File: src/rtl/u8wd_pkg.sv
// Shared types and constants for the UTF-8 window decoder.
// No dependencies; used by the lead, lane, merge and top-level RTL files.
package u8wd_pkg;

  localparam int unsigned CpW   = 21;
  localparam int unsigned UsedW = 3;

  localparam logic [CpW-1:0] Replacement = 21'h00FFFD;
  localparam logic [CpW-1:0] MaxScalar   = 21'h10FFFF;
  localparam logic [CpW-1:0] SurrLow     = 21'h00D800;
  localparam logic [CpW-1:0] SurrHigh    = 21'h00DFFF;
  localparam logic [CpW-1:0] Least2      = 21'h000080;
  localparam logic [CpW-1:0] Least3      = 21'h000800;
  localparam logic [CpW-1:0] Least4      = 21'h010000;
  localparam logic [UsedW-1:0] MaxAvail  = 3'd4;

  typedef enum logic [2:0] {
    LEAD_ASCII,
    LEAD_TWO,
    LEAD_THREE,
    LEAD_FOUR,
    LEAD_BAD
  } lead_class_t;

  // Result of classifying the lead byte
  typedef struct packed {
    lead_class_t      cls;
    logic [UsedW-1:0] seq_len;
    logic [CpW-1:0]   least;
  } lead_info_t;

  // Result of one continuation lane
  typedef struct packed {
    logic       is_cont;
    logic [5:0] bits;
  } lane_info_t;

endpackage

File: src/rtl/u8wd_lead.sv
// Lead byte classifier for the UTF-8 window decoder.
// Depends on u8wd_pkg.
module u8wd_lead (
  input  logic [7:0]          lead_byte,
  output u8wd_pkg::lead_info_t info
);

  // Decode the lead byte into its sequence class
  always_comb begin
    info.cls     = u8wd_pkg::LEAD_BAD;
    info.seq_len = 3'd1;
    info.least   = '0;
    unique case (lead_byte) inside
      [8'h00:8'h7F]: begin
        info.cls = u8wd_pkg::LEAD_ASCII;
      end
      [8'hC2:8'hDF]: begin
        info.cls     = u8wd_pkg::LEAD_TWO;
        info.seq_len = 3'd2;
        info.least   = u8wd_pkg::Least2;
      end
      [8'hE0:8'hEF]: begin
        info.cls     = u8wd_pkg::LEAD_THREE;
        info.seq_len = 3'd3;
        info.least   = u8wd_pkg::Least3;
      end
      [8'hF0:8'hF4]: begin
        info.cls     = u8wd_pkg::LEAD_FOUR;
        info.seq_len = 3'd4;
        info.least   = u8wd_pkg::Least4;
      end
      default: begin
        info.cls = u8wd_pkg::LEAD_BAD;
      end
    endcase
  end

endmodule

File: src/rtl/u8wd_lane.sv
// One continuation lane: checks a trailing byte and strips its tag bits.
// Depends on u8wd_pkg.
module u8wd_lane (
  input  logic [7:0]           lane_byte,
  output u8wd_pkg::lane_info_t info
);

  // Flag a 10xxxxxx byte and pass its six payload bits
  assign info.is_cont = (lane_byte[7:6] == 2'b10);
  assign info.bits    = lane_byte[5:0];

endmodule

File: src/rtl/u8wd_merge.sv
// Merge stage: combines lead class and lane results into one code point.
// Depends on u8wd_pkg.
module u8wd_merge (
  input  logic [7:0]                 lead_byte,
  input  logic [2:0]                 bytes_available,
  input  u8wd_pkg::lead_info_t       lead,
  input  u8wd_pkg::lane_info_t [2:0] lanes,
  output logic [20:0]                code_point,
  output logic [2:0]                 bytes_used
);

  logic [2:0]  avail;
  logic        bad_cont;
  logic [20:0] acc;

  // Clamp the available count to the window size
  assign avail = (bytes_available > u8wd_pkg::MaxAvail) ? u8wd_pkg::MaxAvail
                                                        : bytes_available;

  // Look for a broken continuation within the sequence
  assign bad_cont = !lanes[0].is_cont ||
                    ((lead.seq_len >= 3'd3) && !lanes[1].is_cont) ||
                    ((lead.seq_len == 3'd4) && !lanes[2].is_cont);

  // Assemble the scalar for the sequence length
  always_comb begin
    case (lead.cls)
      u8wd_pkg::LEAD_TWO:   acc = {10'd0, lead_byte[4:0], lanes[0].bits};
      u8wd_pkg::LEAD_THREE: acc = {5'd0, lead_byte[3:0], lanes[0].bits, lanes[1].bits};
      u8wd_pkg::LEAD_FOUR:  acc = {lead_byte[2:0], lanes[0].bits, lanes[1].bits,
                                   lanes[2].bits};
      default:              acc = {13'd0, lead_byte};
    endcase
  end

  // Pick the result
  always_comb begin
    code_point = '0;
    bytes_used = '0;
    if (avail != 3'd0) begin
      case (lead.cls)
        u8wd_pkg::LEAD_ASCII: begin
          code_point = {13'd0, lead_byte};
          bytes_used = 3'd1;
        end
        u8wd_pkg::LEAD_BAD: begin
          code_point = u8wd_pkg::Replacement;
          bytes_used = 3'd1;
        end
        default: begin
          if (lead.seq_len <= avail) begin
            if (bad_cont) begin
              code_point = u8wd_pkg::Replacement;
              bytes_used = 3'd1;
            end else begin
              bytes_used = lead.seq_len;
              if ((acc < lead.least) || (acc > u8wd_pkg::MaxScalar) ||
                  ((acc >= u8wd_pkg::SurrLow) && (acc <= u8wd_pkg::SurrHigh))) begin
                code_point = u8wd_pkg::Replacement;
              end else begin
                code_point = acc;
              end
            end
          end
        end
      endcase
    end
  end

endmodule

File: src/rtl/utf8_window_decoder.sv
// Top level of the UTF-8 window decoder: lead classifier, three
// continuation lanes, merge stage and output register. Depends on u8wd_pkg.
//
// Usage:
//   The input channel carries one word per window: four bytes starting at the
//   current buffer position and the count of bytes that exist (0..4, larger
//   values count as 4). The output channel returns one word per window: the
//   decoded code point (U+FFFD on error, 0 when nothing is consumed) and the
//   number of bytes consumed, by which the caller advances its position.
//   A word accepted in one cycle shows on out_valid in the next. Throughput is one
//   word per cycle while the receiver does not stall: the lead classifier and the
//   three lanes work in parallel and the merge stage is combinational ahead of the output register.
//   When the receiver stalls, the output register holds its word and
//   in_stall rises in the same cycle; once the stall drops, the held word
//   leaves and a new one is taken at the same edge.
//   Reset empties the output register; nothing else holds state.
module utf8_window_decoder (
  input  logic        clk,
  input  logic        rst_n,
  input  logic        in_valid,
  output logic        in_stall,
  input  logic [7:0]  in_byte_first,
  input  logic [7:0]  in_byte_second,
  input  logic [7:0]  in_byte_third,
  input  logic [7:0]  in_byte_fourth,
  input  logic [2:0]  in_bytes_available,
  output logic        out_valid,
  input  logic        out_stall,
  output logic [20:0] out_code_point,
  output logic [2:0]  out_bytes_used
);

  u8wd_pkg::lead_info_t       lead_info;
  u8wd_pkg::lane_info_t [2:0] lane_info;
  logic [20:0]                cp_nxt;
  logic [2:0]                 used_nxt;
  logic                       valid_r;
  logic                       valid_nxt;
  logic [20:0]                cp_r;
  logic [2:0]                 used_r;
  logic                       take;

  // Classify the lead byte
  u8wd_lead u_lead (
    .lead_byte (in_byte_first),
    .info      (lead_info)
  );

  // Check the trailing bytes side by side
  u8wd_lane u_lane1 (.lane_byte(in_byte_second), .info(lane_info[0]));
  u8wd_lane u_lane2 (.lane_byte(in_byte_third),  .info(lane_info[1]));
  u8wd_lane u_lane3 (.lane_byte(in_byte_fourth), .info(lane_info[2]));

  // Combine lead and lanes
  u8wd_merge u_merge (
    .lead_byte       (in_byte_first),
    .bytes_available (in_bytes_available),
    .lead            (lead_info),
    .lanes           (lane_info),
    .code_point      (cp_nxt),
    .bytes_used      (used_nxt)
  );

  // Stall the input only while a held word cannot leave
  assign in_stall  = valid_r && out_stall;
  assign take      = in_valid && !in_stall;
  assign valid_nxt = in_stall ? valid_r : in_valid;

  // Advance the output register
  always_ff @(posedge clk) begin
    if (!rst_n) begin
      valid_r <= 1'b0;
    end else begin
      valid_r <= valid_nxt;
    end
  end

  always_ff @(posedge clk) begin
    if (take) begin
      cp_r   <= cp_nxt;
      used_r <= used_nxt;
    end
  end

  assign out_valid      = valid_r;
  assign out_code_point = cp_r;
  assign out_bytes_used = used_r;

endmodule

File: config.mk
export PLATFORM = sky130hd
export DESIGN_NAME = utf8_window_decoder
export DESIGN_NICKNAME = d
export VERILOG_FILES = /design/src/rtl/u8wd_pkg.sv /design/src/rtl/u8wd_lead.sv /design/src/rtl/u8wd_lane.sv /design/src/rtl/u8wd_merge.sv /design/src/rtl/utf8_window_decoder.sv
export SDC_FILE = /design/constraint.sdc
export NUM_CORES = 1
export LEC_CHECK = 0
export CORE_AREA = 2 2 65 67
export DETAILED_ROUTE_END_ITERATION = 8
export DIE_AREA = 0 0 67 69
export DONT_BUFFER_PORTS = 1
export PLACE_DENSITY = 0.58
export SKIP_CTS_REPAIR_TIMING = 1
export SYNTH_ARGS = -nofsm -noshare
export SYNTH_HDL_FRONTEND = slang
export SYNTH_SLANG_ARGS = --single-unit
File: constraint.sdc
create_clock -name clk -period 10.5 [get_ports clk]
set_input_delay 2.1 -clock clk [delete_from_list [all_inputs] [get_ports clk]]
set_output_delay 2.1 -clock clk [all_outputs]
set_load 0.03 [all_outputs]
### After elaboration in Yosys (flattened, before gate mapping)

Cells that the tools add are included.

| storage, ports and cells | value |
|---|---|
| bits in registers | 25 |
| latch bits | 0 |
| bits in writable memories | 0 |
| ROM bits | 0 |
| input port bits | 39 |
| word-level logic and storage cells | 61 |
| memories | 0 |

| operators by class | value |
|---|---|
| add/sub/neg operators | 0 |
| multipliers | 0 |
| div/mod/pow operators | 0 |
| $lt $le $gt $ge | 15 |
| equal/unequal tests | 8 |
| shifts and indexed selects | 0 |
| muxes and demuxes | 11 |
| bitwise operators | 2 |
| reductions and logical operators | 21 |

Operators by type and width:

| operator | number |
|---|---|
| case mux 24 bit (3 select lines) | 1 |
| two-way mux 21 bit | 3 |
| case mux 21 bit (3 select lines) | 1 |
| case mux 21 bit (2 select lines) | 1 |
| greater-or-equal comparator 8 bit (second input constant) | 3 |
| <= comparator 8 bit (second input constant) | 3 |
| greater-or-equal comparator 21 x 16 -> 1 bit (second input constant) | 1 |
| greater-than comparator 21 bit (second input constant) | 1 |
| <= comparator 21 x 16 -> 1 bit (second input constant) | 1 |
| < comparator 21 bit | 1 |
| case mux 3 bit (4 select lines) | 1 |
| logical AND 1 bit | 9 |
| greater-or-equal comparator 8 x 1 -> 1 bit (second input constant) | 1 |
| <= comparator 8 x 7 -> 1 bit (second input constant) | 1 |
| equality test 2 bit (second input constant) | 3 |
| equality test 3 x 2 -> 1 bit (second input constant) | 2 |
| equality test 3 bit (second input constant) | 2 |
| OR reduction 5 bit | 1 |
| logical NOT 1 bit | 4 |
| logical OR 1 bit | 4 |
| equality test 3 x 1 -> 1 bit (second input constant) | 1 |
| greater-or-equal comparator 3 x 2 -> 1 bit (second input constant) | 1 |
| greater-than comparator 3 bit (second input constant) | 1 |
| <= comparator 3 bit | 1 |
| other kinds (6) | 9 |

### Logic depth before layout (Yosys ltp)

| depth | value |
|---|---|
| depth after elaboration | 12 |
| depth in mapped cells | 15 |
| mapped depth without buffers | 11 |

### Modules after synthesis

Synthesis repeated with hierarchy kept, for this count alone.

| unflattened totals | value |
|---|---|
| cell total of the unflattened synthesis | 334 |
| area, all modules | 2755.1 µm² |

Modules (own cells, without submodules):

| module | instances | cells each | area an instance (µm²) |
|---|---|---|---|
| u8wd_merge | 1 | 247 | 1541.5 |
| utf8_window_decoder | 1 | 28 | 763.2 |
| u8wd_lead | 1 | 38 | 274.0 |
| u8wd_lane | 3 | 7 | 58.8 |

### Worst setup path before layout

No wires, ideal clock.

| timing | value |
|---|---|
| kind | input -> register |
| start | in in_byte_first[7] |
| end | reg cp_r[1], in the netlist out_code_point[1], data pin |
| setup time | 0.257 ns |
| data arrival time | 4.517 ns |
| data required time | 10.243 ns |
| slack | 5.726 ns |
| cell stages on the path | 14 |
| path through | buf_2 > and4b_1 > buf_2 > nand3_2 > inv_2 > buf_4 > clkbuf_1 > and2_1 > ha_1 > o41ai_1 > a31oi_1 > o311ai_4 > nor3_2 > a32o_1 |

RTL lines:

| item | line | RTL |
|---|---|---|
| from (decl) | utf8_window_decoder.sv:22 | `input logic [7:0] in_byte_first,` |
| to (signal assigned) | utf8_window_decoder.sv:80 | `cp_r <= cp_nxt;` |
| to (decl) | utf8_window_decoder.sv:39 | `logic [20:0] cp_r;` |

### Final worst setup path

| timing | value |
|---|---|
| start | in in_byte_first[4] |
| end | reg cp_r[1], in the netlist out_code_point[1], data pin |

| between the ends | value |
|---|---|
| word-level cells in the longest chain between the ends | 12 |

RTL lines:

| item | line | RTL |
|---|---|---|
| greater-or-equal comparator 8 bit (no source line) (tied with other cells) | n/a |  |
| logical AND 1 bit (no source line) | n/a |  |
| case mux 3 bit (4 select lines) | u8wd_lead.sv:13 | `unique case (lead_byte) inside` |
| equality test 3 x 2 -> 1 bit or equality test 3 x 1 -> 1 bit (tied branches) | u8wd_merge.sv:27 | `case (lead.cls)` |
| case mux 21 bit (3 select lines) | u8wd_merge.sv:27 |  |
| < comparator 21 bit (tied with other cells) | u8wd_merge.sv:57 | `if ((acc < lead.least) \|\| (acc > u8wd_pkg::MaxScalar) \|\|` |
| logical OR 1 bit or logical AND 1 bit (tied branches) | u8wd_merge.sv:57, u8wd_merge.sv:58 |  |
| logical OR 1 bit | u8wd_merge.sv:57 |  |
| two-way mux 21 bit | u8wd_merge.sv:57 |  |
| two-way mux 21 bit | u8wd_merge.sv:52 | `if (bad_cont) begin` |
| two-way mux 21 bit | u8wd_merge.sv:51 | `if (lead.seq_len <= avail) begin` |
| case mux 21 bit (2 select lines) (*) | u8wd_merge.sv:41 | `case (lead.cls)` |

Mark *: on every way between the ends. The rest lies on a longest branch, timed or not.
A chain may end at the register's enable or synchronous reset.

==> results.json <==
{
  "status": "completed",
  "fill_cells": 392,
  "min_to": "out_valid$_SDFFE_PN0N_",
  "ys_warn_count": 0,
  "wl_per_cell_um": 22.02,
  "routed_wl_um": 4624,
  "fin_crit_sh": 0.4407,
  "fin_crit_ps": 4628,
  "reg2reg_to": "out_code_point[7]$_SDFFCE_PN0P_",
  "end_kind": "flop",
  "synth_xor_area_frac": 0,
  "synth_top_family_by_area": "compound AO/OA/AOI/OAI gates",
  "core_um2": 3914,
  "antenna_found_initial": 0,
  "cts_sinks": 25,
  "reg2reg_depth": 2,
  "synthFlopType": "edfxtp_1",
  "clkPwrFrac": 0.251,
  "seqPwrFrac": 0.601,
  "comb_power_share": 0.148,
  "syn2layout_area_growth_pct": 2.889,
  "crit_slowest_cell": "and4b_1",
  "worstPathCellList": "and4b_1 -> a22o_1 -> ha_1 -> o31a_1 -> o311ai_4 -> nor3_2 -> a32o_1",
  "setup_viol": 0,
  "min-delay-start": "out_valid$_SDFFE_PN0N_",
  "synthArstFlopShare": 0,
  "crit_type": "input port to flop",
  "path_buf_inv": 0,
  "cp_max_fo": 24,
  "hpwl_um": 3511,
  "synth_seq_area_share": 0.4385,
  "gp_congestion": 0.9284,
  "cpPeakStageDelay_ps": 840,
  "first_global_vias": 1405,
  "synth_top_cell_by_area": "edfxtp_1",
  "netlist.area_leader.share": 0.4267,
  "clk_path_buf_depth": 2,
  "start_util": 0.4316,
  "htreeDepth": 1,
  "mappedNetlistArea_um2": 1689,
  "multi_input_area_um2": 863.3,
  "dr.pass1.iters": 6,
  "die_y_um": 69,
  "chipWidth_um": 67,
  "io_buffers": 0,
  "maxCapViolCount": 0,
  "row_count": 23,
  "yosysUniqueCellTypes": 49,
  "nets": 205,
  "seq_area_um2": 740.7,
  "fin_tns_setup_ps": 0,
  "synth_nets": 212,
  "worst_pin_slew_ps": 1170,
  "synth_simple_gate_area_frac": 0.1911,
  "io_pins": 65,
  "whs_path_depth": 2,
  "vias": 1478,
  "hold_violations": 0,
  "syn_inst": 168,
  "grt_max_degree": 25,
  "grt_overflow_total": 0,
  "power.density_nw_per_um2": 131.2,
  "rsz0062_at_grt": "no",
  "placement.cell_area_um2": 1693,
  "startpoint_type": "input port",
  "cellLeakagePower_uw": 0.0005853,
  "regToRegStartpoint": "out_valid$_SDFFE_PN0N_",
  "switching_share": 0.3022,
  "grt_pass1_wl_um": 7238,
  "peakVddDrop_mv": 0.04540,
  "viasPerCell": 7.038,
  "layout-drive-gt1-share": 0.1000,
  "die_area_um2": 4623,
  "synth-compound-area-share": 0.2815,
  "dp_cells": 206,
  "synth_edf_count": 24,
  "diodes": 0,
  "synthMuxAreaShare": 0,
  "synth-adder-area-share": 0.03704,
  "final_core_util": 0.4441,
  "min_path_type": "flop to flop",
  "fmax_mhz": 216.1,
  "root_buffer": "clkbuf_8",
  "cts_made_buffers": 3,
  "arrival_ps": 4660,
  "p_switching_uw": 68.92,
  "fin_cells": 210,
  "postLayoutCellArea_um2": 1738,
  "ff2ff_setup_slack_ps": 8440,
  "grt_usage": 0.2047,
  "finalMaxSlewViolations": 0,
  "cts.clk_slew.worst_paths_ps": 90,
  "synthTopCellsByArea": "edfxtp_1, a21oi_1, a222oi_1",
  "ant_nets": 0,
  "drcViolationCount": 0,
  "cp_top_family": "compound AO/OA/AOI/OAI gates",
  "synth-seq-cells": 25,
  "cts_tree": "yes",
  "skew_ps": 2.738,
  "synth.avg_cell_area_um2": 10.05,
  "power_uw": 228.1,
  "timing.slew.headroom": 0.2163,
  "insertion_delay_ps": 270,
  "worst_ep_required_time_ps": 10530,
  "internal-power_uw": 159.2,
  "drt-initial-drc-count": 208
}
==> kinds of logic (layout without fill, tap and decap cells) <==
group / after synthesis / in the layout
AOI/OAI and AO/OA: 65 / 65
and+or+nand+nor: 54 / 54
DFF: 25 / 25
buffers and inverters: 19 / 11
adders and majority gates: 5 / 5
==> final cells by class <==
type,count,area share
well taps,50,0.03600
multi-input cells,124,0.4968
inverters,7,0.01512
flip-flops and latches,25,0.4262
clock buffers,4,0.02592
==> registers in the layout (all words and copies together) (netlist names) <==
register and cells:
out_bytes_used 3, out_code_point 21, out_valid 1
==> per-stage QoR <==
step           hold slack [ps]  setup WS (ps)
4_1_cts                  995.8           5925
2_1_floorplan            935.2           5726
3_5_place_dp             983.7           5639
6_report                 984.0           5872
5_1_grt                   1034           5635
3_3_place_gp             965.9           5686
==> synth_stat cells, drive strengths merged, types with 3 or more instances <==
master / count
a21oi: 21
buf: 8
inv: 7
ha: 5
nand2: 5
clkbuf: 4
o21ai: 11
nor2: 8
o21a: 3
a222oi: 8
and2: 8
nor3: 11
a22oi: 3
nand3: 5
edfxtp: 24
nor2b: 6
==> worst max-delay path by stage <==
| stage | startpoint | endpoint | cells past startpoint |
|---|---|---|---|
| finish | in_byte_first[4] | out_code_point[1]$_SDFFCE_PN0P_ | 7 |
| global route | in_byte_first[4] | out_code_point[9]$_SDFFCE_PN0P_ | 10 |
| CTS | in_byte_first[4] | out_code_point[9]$_SDFFCE_PN0P_ | 7 |
| detailed placement | in_byte_first[4] | out_code_point[1]$_SDFFCE_PN0P_ | 7 |
| global placement | in_byte_first[4] | out_code_point[9]$_SDFFCE_PN0P_ | 10 |
| floorplan | in_byte_first[7] | out_code_point[1]$_SDFFCE_PN0P_ | 14 |
==> worst min-delay path, stage by stage, from the launching register on <==
cell     delay [ps]
dfxtp_1         410
and2_1          310
o21a_1          220
==> power by group through the flow <==
stage | clock network (µW) | logic (µW) | registers [µW]
global placement | 0 | 32.8 | 139
detailed placement | 0 | 33.1 | 140
floorplan | 0 | 28.6 | 139
finish | 57.2 | 33.8 | 137
CTS | 57.2 | 33.5 | 137
global route | 61.7 | 38.2 | 138
==> metal layers <==
layer,track usage,vias to the layer above,wire (µm),share of wire
met1,0.2703,696,1830,0.40
met4,0.08617,0,162,0.035
met3,0.03915,15,456,0.099
li1,-,655,-,-
met2,0.3223,112,2175,0.47
met5,0,-,0,0
==> cell usage in the layout, fill, tap and decap left out, types with 3 or more instances in the layout <==
| master | synthesis | routed |
|---|---|---|
| inv_1 | 5 | 5 |
| clkbuf_8 | 0 | 3 |
| nor2_1 | 8 | 8 |
| o21ai_1 | 3 | 3 |
| o21ai_0 | 8 | 8 |
| nand3_1 | 4 | 4 |
| ha_1 | 5 | 5 |
| o21a_1 | 3 | 3 |
| nor2b_1 | 6 | 5 |
| a22oi_1 | 3 | 3 |
| edfxtp_1 | 24 | 24 |
| and2_1 | 7 | 7 |
| nor3_1 | 8 | 8 |
| nor3_2 | 3 | 3 |
| a222oi_1 | 8 | 8 |
| nand2_1 | 5 | 5 |
| a21oi_1 | 20 | 20 |
(Power assumes the default switching activity.)
